File: src/hw/rtl/tfd_pkg.sv
// Shared types, constants and register codes of the turbine flow detector.
package tfd_pkg;

  localparam int WINDOW_TICKS = 100;
  localparam int COUNTER_BITS = 16;
  localparam int CNT_W        = COUNTER_BITS;
  localparam int TICK_W       = $clog2(WINDOW_TICKS + 1);
  localparam int CMP_W        = (CNT_W > 16) ? CNT_W : 16;

  localparam int FAST_STEP = 10;
  localparam int FAST_LAST = 80;

  localparam int FLOW_W       = 14;
  localparam int FLOW_MAX     = 9999;
  localparam int FLOW_N_W     = 10;
  localparam int FLOW_SHIFT   = 28;
  localparam int FLOW_MUL_W   = 32;
  localparam int FLOW_PROD_W  = FLOW_N_W + FLOW_MUL_W + 1;
  localparam int FLOW_Q_W     = FLOW_PROD_W - FLOW_SHIFT;
  localparam logic [63:0] FLOW_SCALE  = 64'd1000000;
  localparam logic [63:0] FLOW_OFFSET = 64'd1455300;
  localparam logic [63:0] FLOW_DEN    = 64'd93808;
  localparam logic [FLOW_MUL_W-1:0] FLOW_MUL =
    FLOW_MUL_W'(((FLOW_SCALE << FLOW_SHIFT) + FLOW_DEN - 64'd1) / FLOW_DEN);
  localparam logic [FLOW_MUL_W-1:0] FLOW_ADD =
    FLOW_MUL_W'(((FLOW_OFFSET << FLOW_SHIFT) + FLOW_DEN - 64'd1) / FLOW_DEN);

  localparam int APB_ADDR_W = 5;
  localparam int APB_DATA_W = 32;
  localparam int REG_IDX_W  = 3;

  localparam logic [REG_IDX_W-1:0] REG_MODULE_ENABLED = 3'd0;
  localparam logic [REG_IDX_W-1:0] REG_SENSOR_TYPE    = 3'd1;
  localparam logic [REG_IDX_W-1:0] REG_ONE_LITER      = 3'd2;
  localparam logic [REG_IDX_W-1:0] REG_ON_THRESHOLD   = 3'd3;
  localparam logic [REG_IDX_W-1:0] REG_OFF_THRESHOLD  = 3'd4;

  localparam logic [1:0] SENSOR_CONTACT = 2'd0;
  localparam logic [1:0] SENSOR_TURBINE = 2'd1;
  localparam logic [1:0] SENSOR_OTHER   = 2'd2;
  localparam logic [1:0] SENSOR_SPARE   = 2'd3;

  typedef struct packed {
    logic        module_enabled;
    logic [1:0]  sensor_type;
    logic [15:0] one_liter_pulses;
    logic [15:0] on_threshold;
    logic [15:0] off_threshold;
  } cfg_t;

  typedef struct packed {
    logic [3:0] tick_pulses;
    logic       contact_level;
  } in_item_t;

  typedef struct packed {
    logic              demand_active;
    logic              drop_seen;
    logic              rise_seen;
    logic [15:0]       window_count;
    logic [FLOW_W-1:0] flow_centi;
  } out_item_t;

endpackage

File: src/hw/rtl/turbine_flow_detector.sv
// Top level of the turbine flow detector: input stage, update core and result stage.
//
// Each input item is one 10 ms tick carrying the turbine pulses seen in that tick
// and the level of the contact flow switch. Every accepted item yields exactly one
// result item with the demand, drop and rise flags, the count latched at the last
// window close and the flow in hundredths of a litre per minute.
// Both channels use valid and stall; an item moves when valid is high and stall
// is low. An item is held in the input register, the state update and flow
// conversion run combinationally, and the result lands in the output register.
// out_valid rises once the held item is stepped into the output register, and the
// block takes one item per cycle while the receiver does not stall; the flow
// conversion multiplier sets the cycle length. When the receiver stalls, the result
// waits in the output register and the input register still takes one more item;
// after that in_stall rises until the result is taken. Reset clears all measurement
// state and loads the register defaults. The user must write registers through the
// APB-style port only while no item is in flight; the block does not enforce this.
module turbine_flow_detector
  import tfd_pkg::*;
(
  input  logic                  clk,
  input  logic                  rst_n,
  input  logic                  in_valid,
  output logic                  in_stall,
  input  in_item_t              in_data,
  output logic                  out_valid,
  input  logic                  out_stall,
  output out_item_t             out_data,
  input  logic                  psel,
  input  logic                  penable,
  input  logic                  pwrite,
  input  logic [APB_ADDR_W-1:0] paddr,
  input  logic [APB_DATA_W-1:0] pwdata,
  output logic [APB_DATA_W-1:0] prdata,
  output logic                  pready
);

  cfg_t      cfg;
  in_item_t  in_data_r;
  logic      in_valid_r;
  out_item_t out_data_r;
  logic      out_valid_r;
  out_item_t result;
  logic      advance;
  logic      step;
  logic      in_take;

  tfd_regs u_regs (
    .clk     (clk),
    .rst_n   (rst_n),
    .psel    (psel),
    .penable (penable),
    .pwrite  (pwrite),
    .paddr   (paddr),
    .pwdata  (pwdata),
    .prdata  (prdata),
    .pready  (pready),
    .cfg     (cfg)
  );

  assign advance  = !out_valid_r || !out_stall;
  assign step     = in_valid_r && advance;
  assign in_stall = in_valid_r && !advance;
  assign in_take  = in_valid && !in_stall;

  tfd_core u_core (
    .clk    (clk),
    .rst_n  (rst_n),
    .step   (step),
    .item   (in_data_r),
    .cfg    (cfg),
    .result (result)
  );

  always_ff @(posedge clk) begin
    if (!rst_n) begin
      in_valid_r <= 1'b0;
    end else if (in_take) begin
      in_valid_r <= 1'b1;
    end else if (step) begin
      in_valid_r <= 1'b0;
    end
  end

  always_ff @(posedge clk) begin
    if (in_take) begin
      in_data_r <= in_data;
    end
  end

  always_ff @(posedge clk) begin
    if (!rst_n) begin
      out_valid_r <= 1'b0;
    end else if (step) begin
      out_valid_r <= 1'b1;
    end else if (!out_stall) begin
      out_valid_r <= 1'b0;
    end
  end

  always_ff @(posedge clk) begin
    if (step) begin
      out_data_r <= result;
    end
  end

  assign out_valid = out_valid_r;
  assign out_data  = out_data_r;

  a_flow_range: assert property (@(posedge clk) disable iff (!rst_n)
    out_valid |-> out_data.flow_centi <= FLOW_W'(FLOW_MAX))
    else $error("flow exceeds saturation limit");

  a_flow_needs_count: assert property (@(posedge clk) disable iff (!rst_n)
    out_valid |-> !(out_data.flow_centi != '0 && out_data.window_count == '0))
    else $error("nonzero flow with empty window count");

  a_step_delivers: assert property (@(posedge clk) disable iff (!rst_n)
    (in_valid_r && advance) |=> out_valid)
    else $error("held item did not reach the result register");

endmodule

File: src/hw/rtl/tfd_regs.sv
// Configuration register file with its APB-style access port.
module tfd_regs
  import tfd_pkg::*;
(
  input  logic                  clk,
  input  logic                  rst_n,
  input  logic                  psel,
  input  logic                  penable,
  input  logic                  pwrite,
  input  logic [APB_ADDR_W-1:0] paddr,
  input  logic [APB_DATA_W-1:0] pwdata,
  output logic [APB_DATA_W-1:0] prdata,
  output logic                  pready,
  output cfg_t                  cfg
);

  cfg_t                 cfg_r;
  logic [REG_IDX_W-1:0] idx;
  logic                 wr_en;

  assign idx    = paddr[REG_IDX_W+1:2];
  assign wr_en  = psel && penable && pwrite;
  assign pready = 1'b1;
  assign cfg    = cfg_r;

  always_ff @(posedge clk) begin
    if (!rst_n) begin
      cfg_r.module_enabled   <= 1'b0;
      cfg_r.sensor_type      <= SENSOR_TURBINE;
      cfg_r.one_liter_pulses <= 16'd10;
      cfg_r.on_threshold     <= 16'd27;
      cfg_r.off_threshold    <= 16'd22;
    end else if (wr_en) begin
      case (idx)
        REG_MODULE_ENABLED: cfg_r.module_enabled   <= pwdata[0];
        REG_SENSOR_TYPE:    cfg_r.sensor_type      <= pwdata[1:0];
        REG_ONE_LITER:      cfg_r.one_liter_pulses <= pwdata[15:0];
        REG_ON_THRESHOLD:   cfg_r.on_threshold     <= pwdata[15:0];
        REG_OFF_THRESHOLD:  cfg_r.off_threshold    <= pwdata[15:0];
        default: ;
      endcase
    end
  end

  always_comb begin
    case (idx)
      REG_MODULE_ENABLED: prdata = APB_DATA_W'(cfg_r.module_enabled);
      REG_SENSOR_TYPE:    prdata = APB_DATA_W'(cfg_r.sensor_type);
      REG_ONE_LITER:      prdata = APB_DATA_W'(cfg_r.one_liter_pulses);
      REG_ON_THRESHOLD:   prdata = APB_DATA_W'(cfg_r.on_threshold);
      REG_OFF_THRESHOLD:  prdata = APB_DATA_W'(cfg_r.off_threshold);
      default:            prdata = '0;
    endcase
  end

endmodule

File: src/hw/rtl/tfd_flow.sv
// Window count to flow conversion in hundredths of a litre per minute.
module tfd_flow
  import tfd_pkg::*;
(
  input  logic [CNT_W-1:0]  count,
  output logic [FLOW_W-1:0] flow
);

  logic [CMP_W-1:0]       count_ext;
  logic                   over;
  logic [FLOW_N_W-1:0]    n;
  logic [FLOW_PROD_W-1:0] acc;
  logic [FLOW_Q_W-1:0]    q;

  assign count_ext = CMP_W'(count);
  assign over      = count_ext > CMP_W'((1 << FLOW_N_W) - 1);
  assign n         = FLOW_N_W'(count_ext);
  assign acc       = FLOW_PROD_W'(n) * FLOW_PROD_W'(FLOW_MUL) + FLOW_PROD_W'(FLOW_ADD);
  assign q         = acc[FLOW_PROD_W-1:FLOW_SHIFT];

  always_comb begin
    if (over || q > FLOW_Q_W'(FLOW_MAX)) begin
      flow = FLOW_W'(FLOW_MAX);
    end else begin
      flow = FLOW_W'(q);
    end
  end

endmodule

File: src/hw/rtl/tfd_core.sv
// Measurement state and per-tick update of the window, flags and flow.
module tfd_core
  import tfd_pkg::*;
(
  input  logic      clk,
  input  logic      rst_n,
  input  logic      step,
  input  in_item_t  item,
  input  cfg_t      cfg,
  output out_item_t result
);

  logic [CNT_W-1:0]  pulse_counter_r, pulse_counter_nxt;
  logic [TICK_W-1:0] tick_count_r, tick_count_nxt;
  logic [CNT_W-1:0]  previous_window_r, previous_window_nxt;
  logic [CNT_W-1:0]  latched_count_r, latched_count_nxt;
  logic [CNT_W-1:0]  fast_snapshot_r, fast_snapshot_nxt;
  logic              demand_r, demand_nxt;
  logic              drop_r, drop_nxt;
  logic              rise_r, rise_nxt;

  logic              pulse_mode;
  logic [CNT_W-1:0]  pc_sum;
  logic [TICK_W-1:0] tick_inc;
  logic              do_close;
  logic [FLOW_W-1:0] flow_raw;

  function automatic logic is_fast_tick(input logic [TICK_W-1:0] t);
    logic hit;
    hit = 1'b0;
    for (int k = 1; k <= FAST_LAST / FAST_STEP; k++) begin
      hit = hit | (t == TICK_W'(k * FAST_STEP));
    end
    return hit;
  endfunction

  assign pulse_mode = cfg.module_enabled && (cfg.sensor_type != SENSOR_CONTACT);
  assign pc_sum     = pulse_counter_r + CNT_W'(item.tick_pulses);
  assign tick_inc   = tick_count_r + TICK_W'(1);

  always_comb begin
    pulse_counter_nxt   = pc_sum;
    tick_count_nxt      = tick_count_r;
    previous_window_nxt = previous_window_r;
    latched_count_nxt   = latched_count_r;
    fast_snapshot_nxt   = fast_snapshot_r;
    demand_nxt          = demand_r;
    drop_nxt            = drop_r;
    rise_nxt            = rise_r;
    do_close            = 1'b0;
    if (pulse_mode) begin
      tick_count_nxt = tick_inc;
      if (tick_inc >= TICK_W'(WINDOW_TICKS)) begin
        do_close = 1'b1;
      end else if (is_fast_tick(tick_inc)) begin
        if (pc_sum == fast_snapshot_r && demand_r) begin
          demand_nxt = 1'b0;
          do_close   = 1'b1;
        end else begin
          fast_snapshot_nxt = pc_sum;
        end
      end
      if (do_close) begin
        if (previous_window_r > pc_sum) begin
          drop_nxt = CMP_W'(previous_window_r - pc_sum) >
                     CMP_W'(cfg.one_liter_pulses >> 1);
        end else begin
          rise_nxt = CMP_W'(pc_sum - previous_window_r) > CMP_W'(cfg.one_liter_pulses);
        end
        if (CMP_W'(pc_sum) >= CMP_W'(cfg.on_threshold)) begin
          demand_nxt = 1'b1;
        end
        if (CMP_W'(pc_sum) <= CMP_W'(cfg.off_threshold)) begin
          demand_nxt = 1'b0;
        end
        previous_window_nxt = pc_sum;
        latched_count_nxt   = pc_sum;
        pulse_counter_nxt   = '0;
        tick_count_nxt      = '0;
      end
    end else begin
      tick_count_nxt    = '0;
      latched_count_nxt = '0;
      drop_nxt          = 1'b0;
      rise_nxt          = 1'b0;
      demand_nxt        = !item.contact_level;
    end
  end

  tfd_flow u_flow (
    .count (latched_count_nxt),
    .flow  (flow_raw)
  );

  always_comb begin
    result.demand_active = demand_nxt;
    result.drop_seen     = drop_nxt;
    result.rise_seen     = rise_nxt;
    result.window_count  = 16'(CMP_W'(latched_count_nxt));
    if (pulse_mode && cfg.sensor_type == SENSOR_TURBINE && latched_count_nxt != '0) begin
      result.flow_centi = flow_raw;
    end else begin
      result.flow_centi = '0;
    end
  end

  always_ff @(posedge clk) begin
    if (!rst_n) begin
      pulse_counter_r   <= '0;
      tick_count_r      <= '0;
      previous_window_r <= '0;
      latched_count_r   <= '0;
      fast_snapshot_r   <= '0;
      demand_r          <= 1'b0;
      drop_r            <= 1'b0;
      rise_r            <= 1'b0;
    end else if (step) begin
      pulse_counter_r   <= pulse_counter_nxt;
      tick_count_r      <= tick_count_nxt;
      previous_window_r <= previous_window_nxt;
      latched_count_r   <= latched_count_nxt;
      fast_snapshot_r   <= fast_snapshot_nxt;
      demand_r          <= demand_nxt;
      drop_r            <= drop_nxt;
      rise_r            <= rise_nxt;
    end
  end

endmodule
File: config.mk
export PLATFORM = sky130hd
export DESIGN_NAME = turbine_flow_detector
export DESIGN_NICKNAME = d
export VERILOG_FILES = /design/src/hw/rtl/tfd_pkg.sv /design/src/hw/rtl/turbine_flow_detector.sv /design/src/hw/rtl/tfd_regs.sv /design/src/hw/rtl/tfd_flow.sv /design/src/hw/rtl/tfd_core.sv
export SDC_FILE = /design/constraint.sdc
export NUM_CORES = 1
export LEC_CHECK = 0
export BUFFER_PORTS_ARGS = -buffer_cell sky130_fd_sc_hd__buf_4
export CORE_UTILIZATION = 55
export CTS_BUF_LIST = sky130_fd_sc_hd__clkbuf_8
export CTS_CLUSTER_SIZE = 25
export DETAILED_ROUTE_END_ITERATION = 6
export PLACE_DENSITY = 0.8
export SYNTH_ARGS = -nofsm -noshare
export SYNTH_HDL_FRONTEND = slang
export SYNTH_SLANG_ARGS = --single-unit
File: constraint.sdc
create_clock -name clk -period 16.1 [get_ports clk]
set_input_delay 0.805 -clock clk [delete_from_list [all_inputs] [get_ports clk]]
set_output_delay 0.805 -clock clk [all_outputs]
set_load 0.05 [all_outputs]
# Yosys cells after proc, flatten, opt, wreduce, memory -nomap -nowiden
# Cells that the tools add are included.
# Widths: inputs -> output; s select.
# op_classes
mux	29
n_addsub	5
n_eq_ne	15
n_lt_le_gt_ge	8
bitwise	10
n_reduce_logical	28
mul	1
# ops
cell	n
$pmux 16 s5	1
$mux 16	4
$add 42x32->43 const B	1
$mul 10x32->42 const B	1
$gt 16x16->1	2
$sub 16x16->16	2
$eq 7x6->1 const B	3
$mux 1	21
$add 16x4->16	1
$eq 16x16->1	1
$ge 16x16->1	1
$gt 16x10->1 const B	1
$gt 16x15->1	1
$le 16x16->1	1
$reduce_bool 16->1	1
$gt 15x14->1 const B	1
$eq 7x5->1 const B	2
$eq 7x7->1 const B	2
$mux 14	1
$mux 7	2
$reduce_and 2->1	5
$logic_and 1x1->1	9
$add 7x1->7 const B	1
$eq 7x4->1 const B	1
15 further kinds	30
# word_totals
output_inout_bits	68
register_bits	165
elab_cells	119

# Longest topological paths before layout
# Gate-level depths: netlist (run 1).
# logic_depth
word_depth	19
mapped_depth	41
depth_no_buf	38

# Cells and area by module
# From an unflattened synthesis (run 1), not the netlist that was laid out.
# hier_totals
hier_cells	2037
hier_area_um2	17561.8
# modules_own_cells
mod	n_inst	area_per_inst_um2	seq_area_each_um2	cells_each
tfd_core	1	7803.7	1481.4	1024
tfd_flow	1	5997.0	0.0	693
tfd_regs	1	2536.2	1021.0	274
turbine_flow_detector	1	1224.9	1181.1	46

# Worst setup path before layout (run 1)
# OpenSTA, ideal clock, no wires.
# synth_path
path_type	reg-to-reg
start	register in_data_r[1] (netlist name)
end	register out_data_r, in the netlist out_data[7] (data pin)
arrival_time_ns	9.842
slack_ns	5.988
path_stages_with_launch	38
cell_sequence	edfxtp_1 -> ha_1 -> inv_1 -> fa_1 -> nand2b_1 -> a211oi_2 -> xor2_1 -> a2111oi_4 -> nand4_2 -> nor3_1 -> a21o_1 -> buf_2 -> buf_1 -> nand2_1 -> a21oi_1 -> inv_1 -> fa_1 -> inv_1 -> (+2 left out) -> fa_1 -> inv_1 -> fa_1 -> inv_1 -> fa_1 -> inv_1 -> ha_1 -> nand2_1 -> nor3_1 -> nand4_1 -> or4_1 -> nor3_1 -> o21a_1 -> a211o_1 -> o211ai_1 -> a2111oi_2 -> a31o_1 -> a211oi_1
# synth_lines
item	line_no	source
start, declared	turbine_flow_detector.sv:38	in_item_t in_data_r;
start signal, assigned	turbine_flow_detector.sv:86	in_data_r <= in_data;
end signal, assigned	turbine_flow_detector.sv:102	out_data_r <= result;
end, declared	turbine_flow_detector.sv:40	out_item_t out_data_r;

==> results of run 1 <==
-- worst reg2reg max path: cells and delay by family, from the launching register on --
family,cells,cell delay [ns]
and+or+nand+nor,9,3.33
adders and majority gates,8,3.57
muxes,1,0.20
xor gates and xnor gates,1,0.16
buffers and inverters,7,0.61
AOI/OAI and AO/OA,9,2.75
DFF,1,0.35
-- stage by stage --
step	cells	utilization (%)	setup slack, ns
3_5_place_dp	2556	58.8	4.98
4_1_cts	2588	59.9	4.94
3_3_place_gp	2556	58.8	5.23
6_report	2588	59.9	4.84
5_1_grt	2588	59.9	4.01
2_1_floorplan	2146	-	5.99
-- routing by layer --
metal  vias up  routed length (um)  track usage [%]  part of all wire [%]
li1       7359                   -                -                     -
met1      7295               20900             39.2                    45
met2       514               21200             46.8                    46
met3       100                2820             4.33                   6.1
met4         0                1590             11.7                   3.4
met5         -                   0                0                     0
-- sequential cells by signal, summed over array words and instances (netlist names), 5 cells and up --
signal / cells
u_core.pulse_counter_r: 16
u_core.latched_count_r: 16
u_core.tick_count_r: 7
out_data: 33
in_data_r: 5
u_core.fast_snapshot_r: 16
u_regs.cfg: 51
u_core.previous_window_r: 16
-- power breakdown --
group	internal (mW)	leakage [nW]	switching [mW]	total (mW)
sequential	0.429	1.37	0.00349	0.433
clock	0.116	0.183	0.175	0.292
combinational	0.0697	7.33	0.118	0.187
-- cell usage after synthesis, types with 10 or more instances --
cell,instances,area [um2]
nand3_1,36,180
nor2b_1,53,332
fa_1,93,1860
o211a_1,10,100
o211ai_1,21,158
nand2b_1,26,163
or3_1,13,81.3
nor3_1,26,130
nand2_1,270,1010
a21o_1,79,593
clkbuf_1,63,236
a22oi_1,10,75.1
dfxtp_1,127,2540
xnor2_1,39,342
edfxtp_1,38,1140
a21boi_0,68,510
o21a_1,26,195
buf_4,18,135
ha_1,241,3020
inv_1,248,931
and2_1,21,131
and3_1,15,93.8
nor3b_1,11,82.6
nor2_1,105,394
o21ai_0,98,490
or2_2,10,62.6
nand4_1,29,181
xor2_1,33,289
mux2i_1,30,300
buf_2,12,60.1
a21oi_1,119,596
-- cells in the final DEF, fill, tap and decap left out, types with 17 or more instances in the layout --
cell type  synthesis  final
ha_1             241    241
nor2_1           105    105
o211ai_1          21     21
nor2b_1           53     53
nand2b_1          26     26
edfxtp_1          38     38
a21o_1            79     79
fa_1              93     93
a21boi_0          68     68
buf_4             18    110
nand4_1           29     29
mux2i_1           30     30
nand2_1          270    270
and2_1            21     21
xnor2_1           39     39
clkbuf_8           0     19
nand3_1           36     36
nor3_1            26     25
o21ai_0           98     97
conb_1             2     17
xor2_1            33     33
dfxtp_1          127    127
a21oi_1          119    118
inv_1            248    250
o21a_1            26     26
-- kinds of logic (layout without fill, tap and decap cells) --
group,count (synthesis),in the layout
buffers and inverters,352,392
other,2,17
xor gates and xnor gates,73,73
DFF,165,165
muxes,32,32
AOI/OAI and AO/OA,521,521
and+or+nand+nor,652,652
adders and majority gates,334,334
-- layout make-up --
cell class | instances | area (um2) | share of cell area [%]
clock inverters | 13 | 98.8 | 0.523
multi-input cells | 1629 | 12600 | 66.6
inverters | 250 | 938 | 4.96
repair buffers | 110 | 826 | 4.37
clock buffers | 19 | 262 | 1.38
flip-flops and latches | 165 | 3680 | 19.5
well taps | 402 | 503 | 2.66
-- worst paths after layout --
check | start | endpoint | slack (ns)
max reg2reg | in_data_r[1] | out_data[4] | 4.84
min reg2reg | u_core.latched_count_r[5] | u_core.latched_count_r[5] | 0.47
min | in_data[0] | in_data_r[0] | 0.46
max | in_data_r[1] | out_data[4] | 4.84
==> flow_metrics.tcl, run 1 <==
set metrics [dict create \
    die_h_um 181 \
    track_usage_pct 29.1 \
    synth_seq_area_share_pct 20.9 \
    grt_pass1_vias 14882 \
    syn_avg_cell_area_um2 8.26 \
    maxSlewViolCount 0 \
    synth_mux_area_share_pct 1.90 \
    drt_pass1_iterations 5 \
    cts_resized 0 \
    power.total_mw 0.912 \
    dpl_cell_area_mm2 0.0185 \
    synth_compound_area_share_pct 19.8 \
    io_pins 117 \
    diodes 0 \
    worstMarginPinSlew_ns 0.952 \
    drive_above_1_share_pct 8.01 \
    clkLatencyLatePin_ns 0.52 \
    via_per_inst 5.90 \
    netlist_instances 2131 \
    status "finished clean" \
    antenna_found_initial 0 \
    synth_fa_ha_area_share_pct 27.7 \
    holdCritPathClass "in2reg" \
    async_flop_share_pct 0 \
    n_fill_cell 2770 \
    die_width_um 181 \
    postCtsSetupRepairBufs 0 \
    core_area_mm2 0.0316 \
    nets 2556 \
    grt_pass1_wl_um 75900 \
    critPathTopFamily "adder cells" \
    grt_start_max_net_pins 90 \
    antenna_left 0 \
    slew_headroom_pct 36.1 \
    r2r_cells 35 \
    synth_edf_count 38 \
    max_freq_mhz 88.8 \
    mappedNetlistArea_mm2 0.0176 \
    place.gp.congestion 0.983 \
    crit_required_ns 16.31 \
    slowest_delay_ns 0.68 \
    routed_wl_um 46500 \
    route.vias.total 15268 \
    finalSetupTns_ns 0 \
    p_per_area_mw_per_mm2 48.2 \
    cts_made_buffers 17 \
    leakagePower_nw 8.88 \
    critPathKind "reg2reg" \
    hold_viol 0 \
    ys_warn_count 0 \
    holdWs_ns 0.455 \
    crit_buf_inv 7 \
    clock_skew_ns 0.0288 \
    clk_pin_slew_worst_paths_ns 0.12 \
    path_depth 35 \
    worstHoldPathCells 1 \
    initial_utilization_pct 55.8 \
    worst_path_max_delay_cell "a21o_1" \
    cts-root-to-sink-buffers 2 \
    synthSimpleGateAreaFrac_pct 17.9 \
    portBuffers 81 \
    final.min_clock_period_ns 11.26 \
    maxCapViolCount 0 \
    critPathMostFrequentCell "inv_1" \
    cts-root-buf "clkbuf_8" \
    rsz0062_at_grt "false" \
    cp_max_fo 16 \
    dp_hpwl_um 36400 \
    worstPathArrival_ns 11.47 \
    drc_errors 0 \
    ys_seq_elements 165 \
    synth_top_family_by_area "adder cells" \
    rows 65 \
    setup_viol 0 \
    wl_per_cell_um 18.0 \
    postCtsHoldBufs 0 \
    synth_xor_area_share_pct 3.71 \
    drtIter0Drc 1294 \
    timing.final.crit_share_pct 69.9 \
    ir_drop_v 0.0000591 \
    clock-sinks 165 \
    end_kind "register" \
    finish.instance_area_mm2 0.0189 \
    syn2layout_area_growth_pct 7.37 \
    die_area_mm2 0.0327 \
    grt_overflow 0 \
    synth_cell_types 83 \
    cts_tree "done" \
    cts_max_level 4 \
    startpoint_type "register" \
    synth-main-ff-cell "dfxtp_1" \
]
No activity file was read; power rests on OpenSTA's default activity.
==> run 2: changes to the inputs <==
==> constraint.sdc (replaced) <==
create_clock -name clk -period 11.6 [get_ports clk]
set_input_delay 0.58 -clock clk [delete_from_list [all_inputs] [get_ports clk]]
set_output_delay 0.58 -clock clk [all_outputs]
set_load 0.05 [all_outputs]
==> run 2 against run 1 <==
Effect of this change:
- sequential power increased by 39%
- maximum frequency increased by 4.7%
- non-clock buffer count grew 5
- via count barely moved
- clock skew barely moved
- critical path depth shrank 1
- core utilization increased by 0.32 points
- register-to-register slack got worse by 4.0 ns
- routed wire length shrank 0.19%
- total power is 43% higher
==> flow_metrics.tcl, run 2 (same netlist as run 1, synthesis figures left out) <==
set metrics [dict create \
    grt_overflow 0 \
    critPathMostFrequentCell "fa_1" \
    status "finished clean" \
    setup_viol 0 \
    rows 65 \
    leakagePower_nw 8.94 \
    drive_above_1_share_pct 8.35 \
    most-common-layout-cells "nand2_1 (270), inv_1 (247), ha_1 (241)" \
    antenna_left 0 \
    wl_met2_um 21400 \
    routed_wl_um 46400 \
    end_kind "register" \
    cts_resized 0 \
    diodes 0 \
    portBuffers 81 \
    place_inst 2561 \
    grt_pass1_vias 14614 \
    antenna_found_initial 0 \
    stdcell_count 2593 \
    postCtsSetupRepairBufs 0 \
    grt_start_max_net_pins 92 \
    cts-root-buf "clkbuf_8" \
    grt_pass1_wl_um 76100 \
    largest_reg_flops 51 \
    p_per_area_mw_per_mm2 68.7 \
    hold_viol 0 \
    max_freq_mhz 93.0 \
    cts_max_level 4 \
    worst_path_max_delay_cell "nor3_1" \
    timing.final.crit_share_pct 92.7 \
    holdCritPathClass "in2reg" \
    drt_pass1_iterations 7 \
    final_common_cell "nand2_1" \
    clock-sinks 165 \
    via_per_inst 5.89 \
    n_fill_cell 2782 \
    core_area_mm2 0.0316 \
    wl_met1_um 21100 \
    clock_skew_ns 0.0291 \
    maxSlewViolCount 0 \
    slowest_delay_ns 0.66 \
    dp_hpwl_um 36700 \
    cp_max_fo 10 \
    initial_utilization_pct 55.8 \
    postCtsHoldBufs 0 \
    cts_made_buffers 17 \
    multiInputGateArea_mm2 0.0126 \
    die_area_mm2 0.0327 \
    holdWs_ns 0.246 \
    drc_errors 0 \
    die_width_um 181 \
    route.vias.total 15265 \
    clkLatencyLatePin_ns 0.51 \
    rsz0062_at_grt "false" \
    dpl_cell_area_mm2 0.0186 \
    final.min_clock_period_ns 10.75 \
    nets 2561 \
    wl_per_cell_um 17.9 \
    regArea_mm2 0.00368 \
    worstPathArrival_ns 10.97 \
    syn2layout_area_growth_pct 7.94 \
    startpoint_type "register" \
    finalWorstSetupSlack_ns 0.849 \
    utilization_pct 60.2 \
    place_ws_ns 1.09 \
    power.total_mw 1.31 \
    drtIter0Drc 1288 \
    io_pins 117 \
    die_h_um 181 \
    worstMarginPinSlew_ns 1.02 \
    top_layer "met4" \
    cts-root-to-sink-buffers 2 \
    place.gp.congestion 0.972 \
    wl_met3_um 2940 \
    track_usage_pct 29.0 \
    critPathKind "reg2reg" \
    ir_drop_v 0.0000775 \
    slew_headroom_pct 31.4 \
    finalSetupTns_ns 0 \
    crit_required_ns 11.81 \
    finish.instance_area_mm2 0.0190 \
    clk_pin_slew_worst_paths_ns 0.11 \
    cts_tree "done" \
    maxCapViolCount 0 \
]
## run 2: layout make-up
cell class | count | area share (%)
repair buffers | 115 | 4.54
clock buffers | 17 | 1.23
clock inverters | 15 | 1.00
flip-flops and latches | 165 | 19.4
multi-input cells | 1629 | 66.3
inverters | 250 | 4.94
well taps | 402 | 2.65
## run 2: where the power goes
part | switching, mW | internal [mW] | total (mW)
Clock | 0.279 | 0.169 | 0.447
Combinational | 0.162 | 0.0967 | 0.258
Sequential | 0.00467 | 0.596 | 0.601
Total | 0.445 | 0.861 | 1.31
## run 2: per-layer routing
| layer | vias to the layer above | track usage, % |
|---|---|---|
| met3 | 64 | 4.35 |
| met1 | 7324 | 40.1 |
| met5 | - | 0 |
| met4 | 0 | 8.58 |
| li1 | 7370 | - |
| met2 | 507 | 46.7 |
## run 2: critical path: cells and delay by family, from the launching register on
family / cells / cell delay (ns)
AOI/OAI and AO/OA: 10 / 3.23
buffers and inverters: 4 / 0.38
xor gates and xnor gates: 1 / 0.18
and+or+nand+nor: 10 / 2.78
DFF: 1 / 0.35
adders and majority gates: 9 / 3.54
## run 2: path summary, 6_finish.rpt
check	startpoint	to	slack (ns)	cells after the start
hold reg to reg	u_core.latched_count_r[4]	u_core.latched_count_r[4]	0.48	2
setup / recovery	u_core.pulse_counter_r[0]	out_data[7]	0.85	34
setup reg to reg	u_core.pulse_counter_r[0]	out_data[7]	0.85	34
hold / removal	in_data[0]	in_data_r[0]	0.25	1
==> run 3: changes to the inputs <==
--- a/config.mk
+++ b/config.mk
@@ -10,7 +10,8 @@
 export CTS_BUF_LIST = sky130_fd_sc_hd__clkbuf_8
 export CTS_CLUSTER_SIZE = 25
 export DETAILED_ROUTE_END_ITERATION = 6
-export PLACE_DENSITY = 0.8
+export HOLD_SLACK_MARGIN = 0.02
+export PLACE_DENSITY = 0.84
 export SYNTH_ARGS = -nofsm -noshare
 export SYNTH_HDL_FRONTEND = slang
 export SYNTH_SLANG_ARGS = --single-unit
==> run 3 against run 2 <==
Effect of this change:
- cell count about the same
- combinational power is essentially flat
- die area stayed put
- sequential cell count is the same
- register-to-register slack worse by 0.04 ns
- clock-buffer cell count unchanged
- via count is 0.47% higher
- routed wire length is 0.42% lower
- largest cell class unchanged
- largest power group unchanged
- highest routed layer is now met5
==> flow_metrics.tcl, run 3 (same netlist as run 1, synthesis figures left out) <==
set metrics [dict create \
    diodes 0 \
    die_area_mm2 0.0327 \
    portBuffers 81 \
    drc_errors 0 \
    setup_viol 0 \
    track_usage_pct 28.3 \
    routed_wl_um 46200 \
    postCtsSetupRepairBufs 0 \
    n_fill_cell 2695 \
    cts_tree "done" \
    final.min_clock_period_ns 10.79 \
    maxSlewViolCount 0 \
    power_frac_seq_pct 46.3 \
    dp_hpwl_um 36500 \
    switchingPower_mw 0.439 \
    regArea_mm2 0.00368 \
    status "finished clean" \
    pwr-share-clk_pct 33.8 \
    combinationalPowerShare_pct 19.9 \
    max_freq_mhz 92.7 \
    critPathMostFrequentCell "inv_1" \
    slowest_delay_ns 0.65 \
    dpl_cell_area_mm2 0.0186 \
    finish.instance_area_mm2 0.0190 \
    clock-sinks 165 \
    drtIter0Drc 1270 \
    internal_power_mw 0.858 \
    clkLatencyLatePin_ns 0.50 \
    multiInputGateArea_mm2 0.0126 \
    critPathKind "reg2reg" \
    rows 65 \
    worstMarginPinSlew_ns 0.932 \
    slew_headroom_pct 37.5 \
    p_sw_share_pct 33.8 \
    grt_pass1_wl_um 75100 \
    finalSetupTns_ns 0 \
    leakagePower_nw 8.93 \
    p_per_area_mw_per_mm2 68.3 \
    most-common-layout-cells "nand2_1 (270), inv_1 (247), ha_1 (241)" \
    cts-root-buf "clkbuf_8" \
    grt_overflow 0 \
    die_h_um 181 \
    end_kind "register" \
    rsz0062_at_grt "false" \
    grt_pass1_vias 14827 \
    maxCapViolCount 0 \
    drive_above_1_share_pct 8.27 \
    startpoint_type "register" \
    via_per_inst 5.92 \
    cp_max_fo 7 \
    timing.final.crit_share_pct 93.0 \
    wl_per_cell_um 17.8 \
    crit_required_ns 11.82 \
    core_area_mm2 0.0316 \
    clk_pin_slew_worst_paths_ns 0.10 \
    route.vias.total 15337 \
    die_width_um 181 \
    cts_max_level 4 \
    place_inst 2559 \
    syn2layout_area_growth_pct 7.82 \
    drt_pass1_iterations 6 \
    worstPathArrival_ns 11.01 \
    initial_utilization_pct 55.8 \
    cts_made_buffers 17 \
    nets 2559 \
    cts-root-to-sink-buffers 2 \
    antenna_found_initial 1 \
    grt_start_max_net_pins 90 \
    stdcell_count 2591 \
    power.total_mw 1.30 \
    ir_drop_v 0.0000710 \
    io_pins 117 \
    clock_skew_ns 0.0202 \
    postCtsHoldBufs 0 \
    final_common_cell "nand2_1" \
    antenna_left 0 \
    utilization_pct 60.2 \
    place.gp.congestion 0.971 \
    largest_reg_flops 51 \
    worst_path_max_delay_cell "nor3_1" \
    holdCritPathClass "in2reg" \
    hold_viol 0 \
]
## run 3: critical path: cells and delay by family, from the launching register on
| kind | cells | cell delay [ns] |
|---|---|---|
| muxes | 1 | 0.13 |
| and+or+nand+nor | 8 | 2.78 |
| AOI/OAI and AO/OA | 10 | 2.82 |
| DFF | 1 | 0.40 |
| adders and majority gates | 7 | 3.38 |
| buffers and inverters | 7 | 0.72 |
| xor gates and xnor gates | 1 | 0.26 |
## run 3: final cells by class
| type | instances | share of cell area [%] |
|---|---|---|
| Timing Repair Buffer | 113 | 4.47 |
| Tap cell | 402 | 2.65 |
| Clock inverter | 15 | 0.962 |
| Multi-Input combinational cell | 1629 | 66.4 |
| Sequential cell | 165 | 19.4 |
| Clock buffer | 17 | 1.23 |
| Inverter | 250 | 4.94 |
## run 3: path summary, 6_finish.rpt
check	startpoint	endpoint	slack, ns	cells past startpoint
min reg2reg	u_core.latched_count_r[0]	u_core.latched_count_r[0]	0.48	2
max reg2reg	in_data_r[4]	out_data[4]	0.81	34
max	in_data_r[4]	out_data[4]	0.81	34
min	in_data[0]	in_data_r[0]	0.26	1
## run 3: metal layers
layer  global-route usage [%]  wire length [um]
met1                     38.5             20100
met2                     46.1             21400
met3                     4.84              3470
met4                     8.54              1170
met5                        0                13
## run 3: timing repair
action	CTS	global route
gates resized for setup	0	1
setup endpoints to repair	0	1
hold endpoints to repair	0	0
## run 3: per-stage QoR
step | setup WS (ns) | hold slack [ns]
2_1_floorplan | 1.49 | 0.443
3_3_place_gp | 1.12 | 0.453
3_5_place_dp | 0.984 | 0.463
4_1_cts | 0.888 | 0.247
5_1_grt | 0.194 | 0.244
6_report | 0.809 | 0.264
## run 3: power groups by stage
stage,clock network (mW),registers (mW),logic [mW]
6_report,0.438,0.601,0.258
5_1_grt,0.461,0.602,0.281
4_1_cts,0.439,0.601,0.255
3_5_place_dp,0,0.614,0.253
3_3_place_gp,0,0.614,0.247
2_1_floorplan,0,0.632,0.168
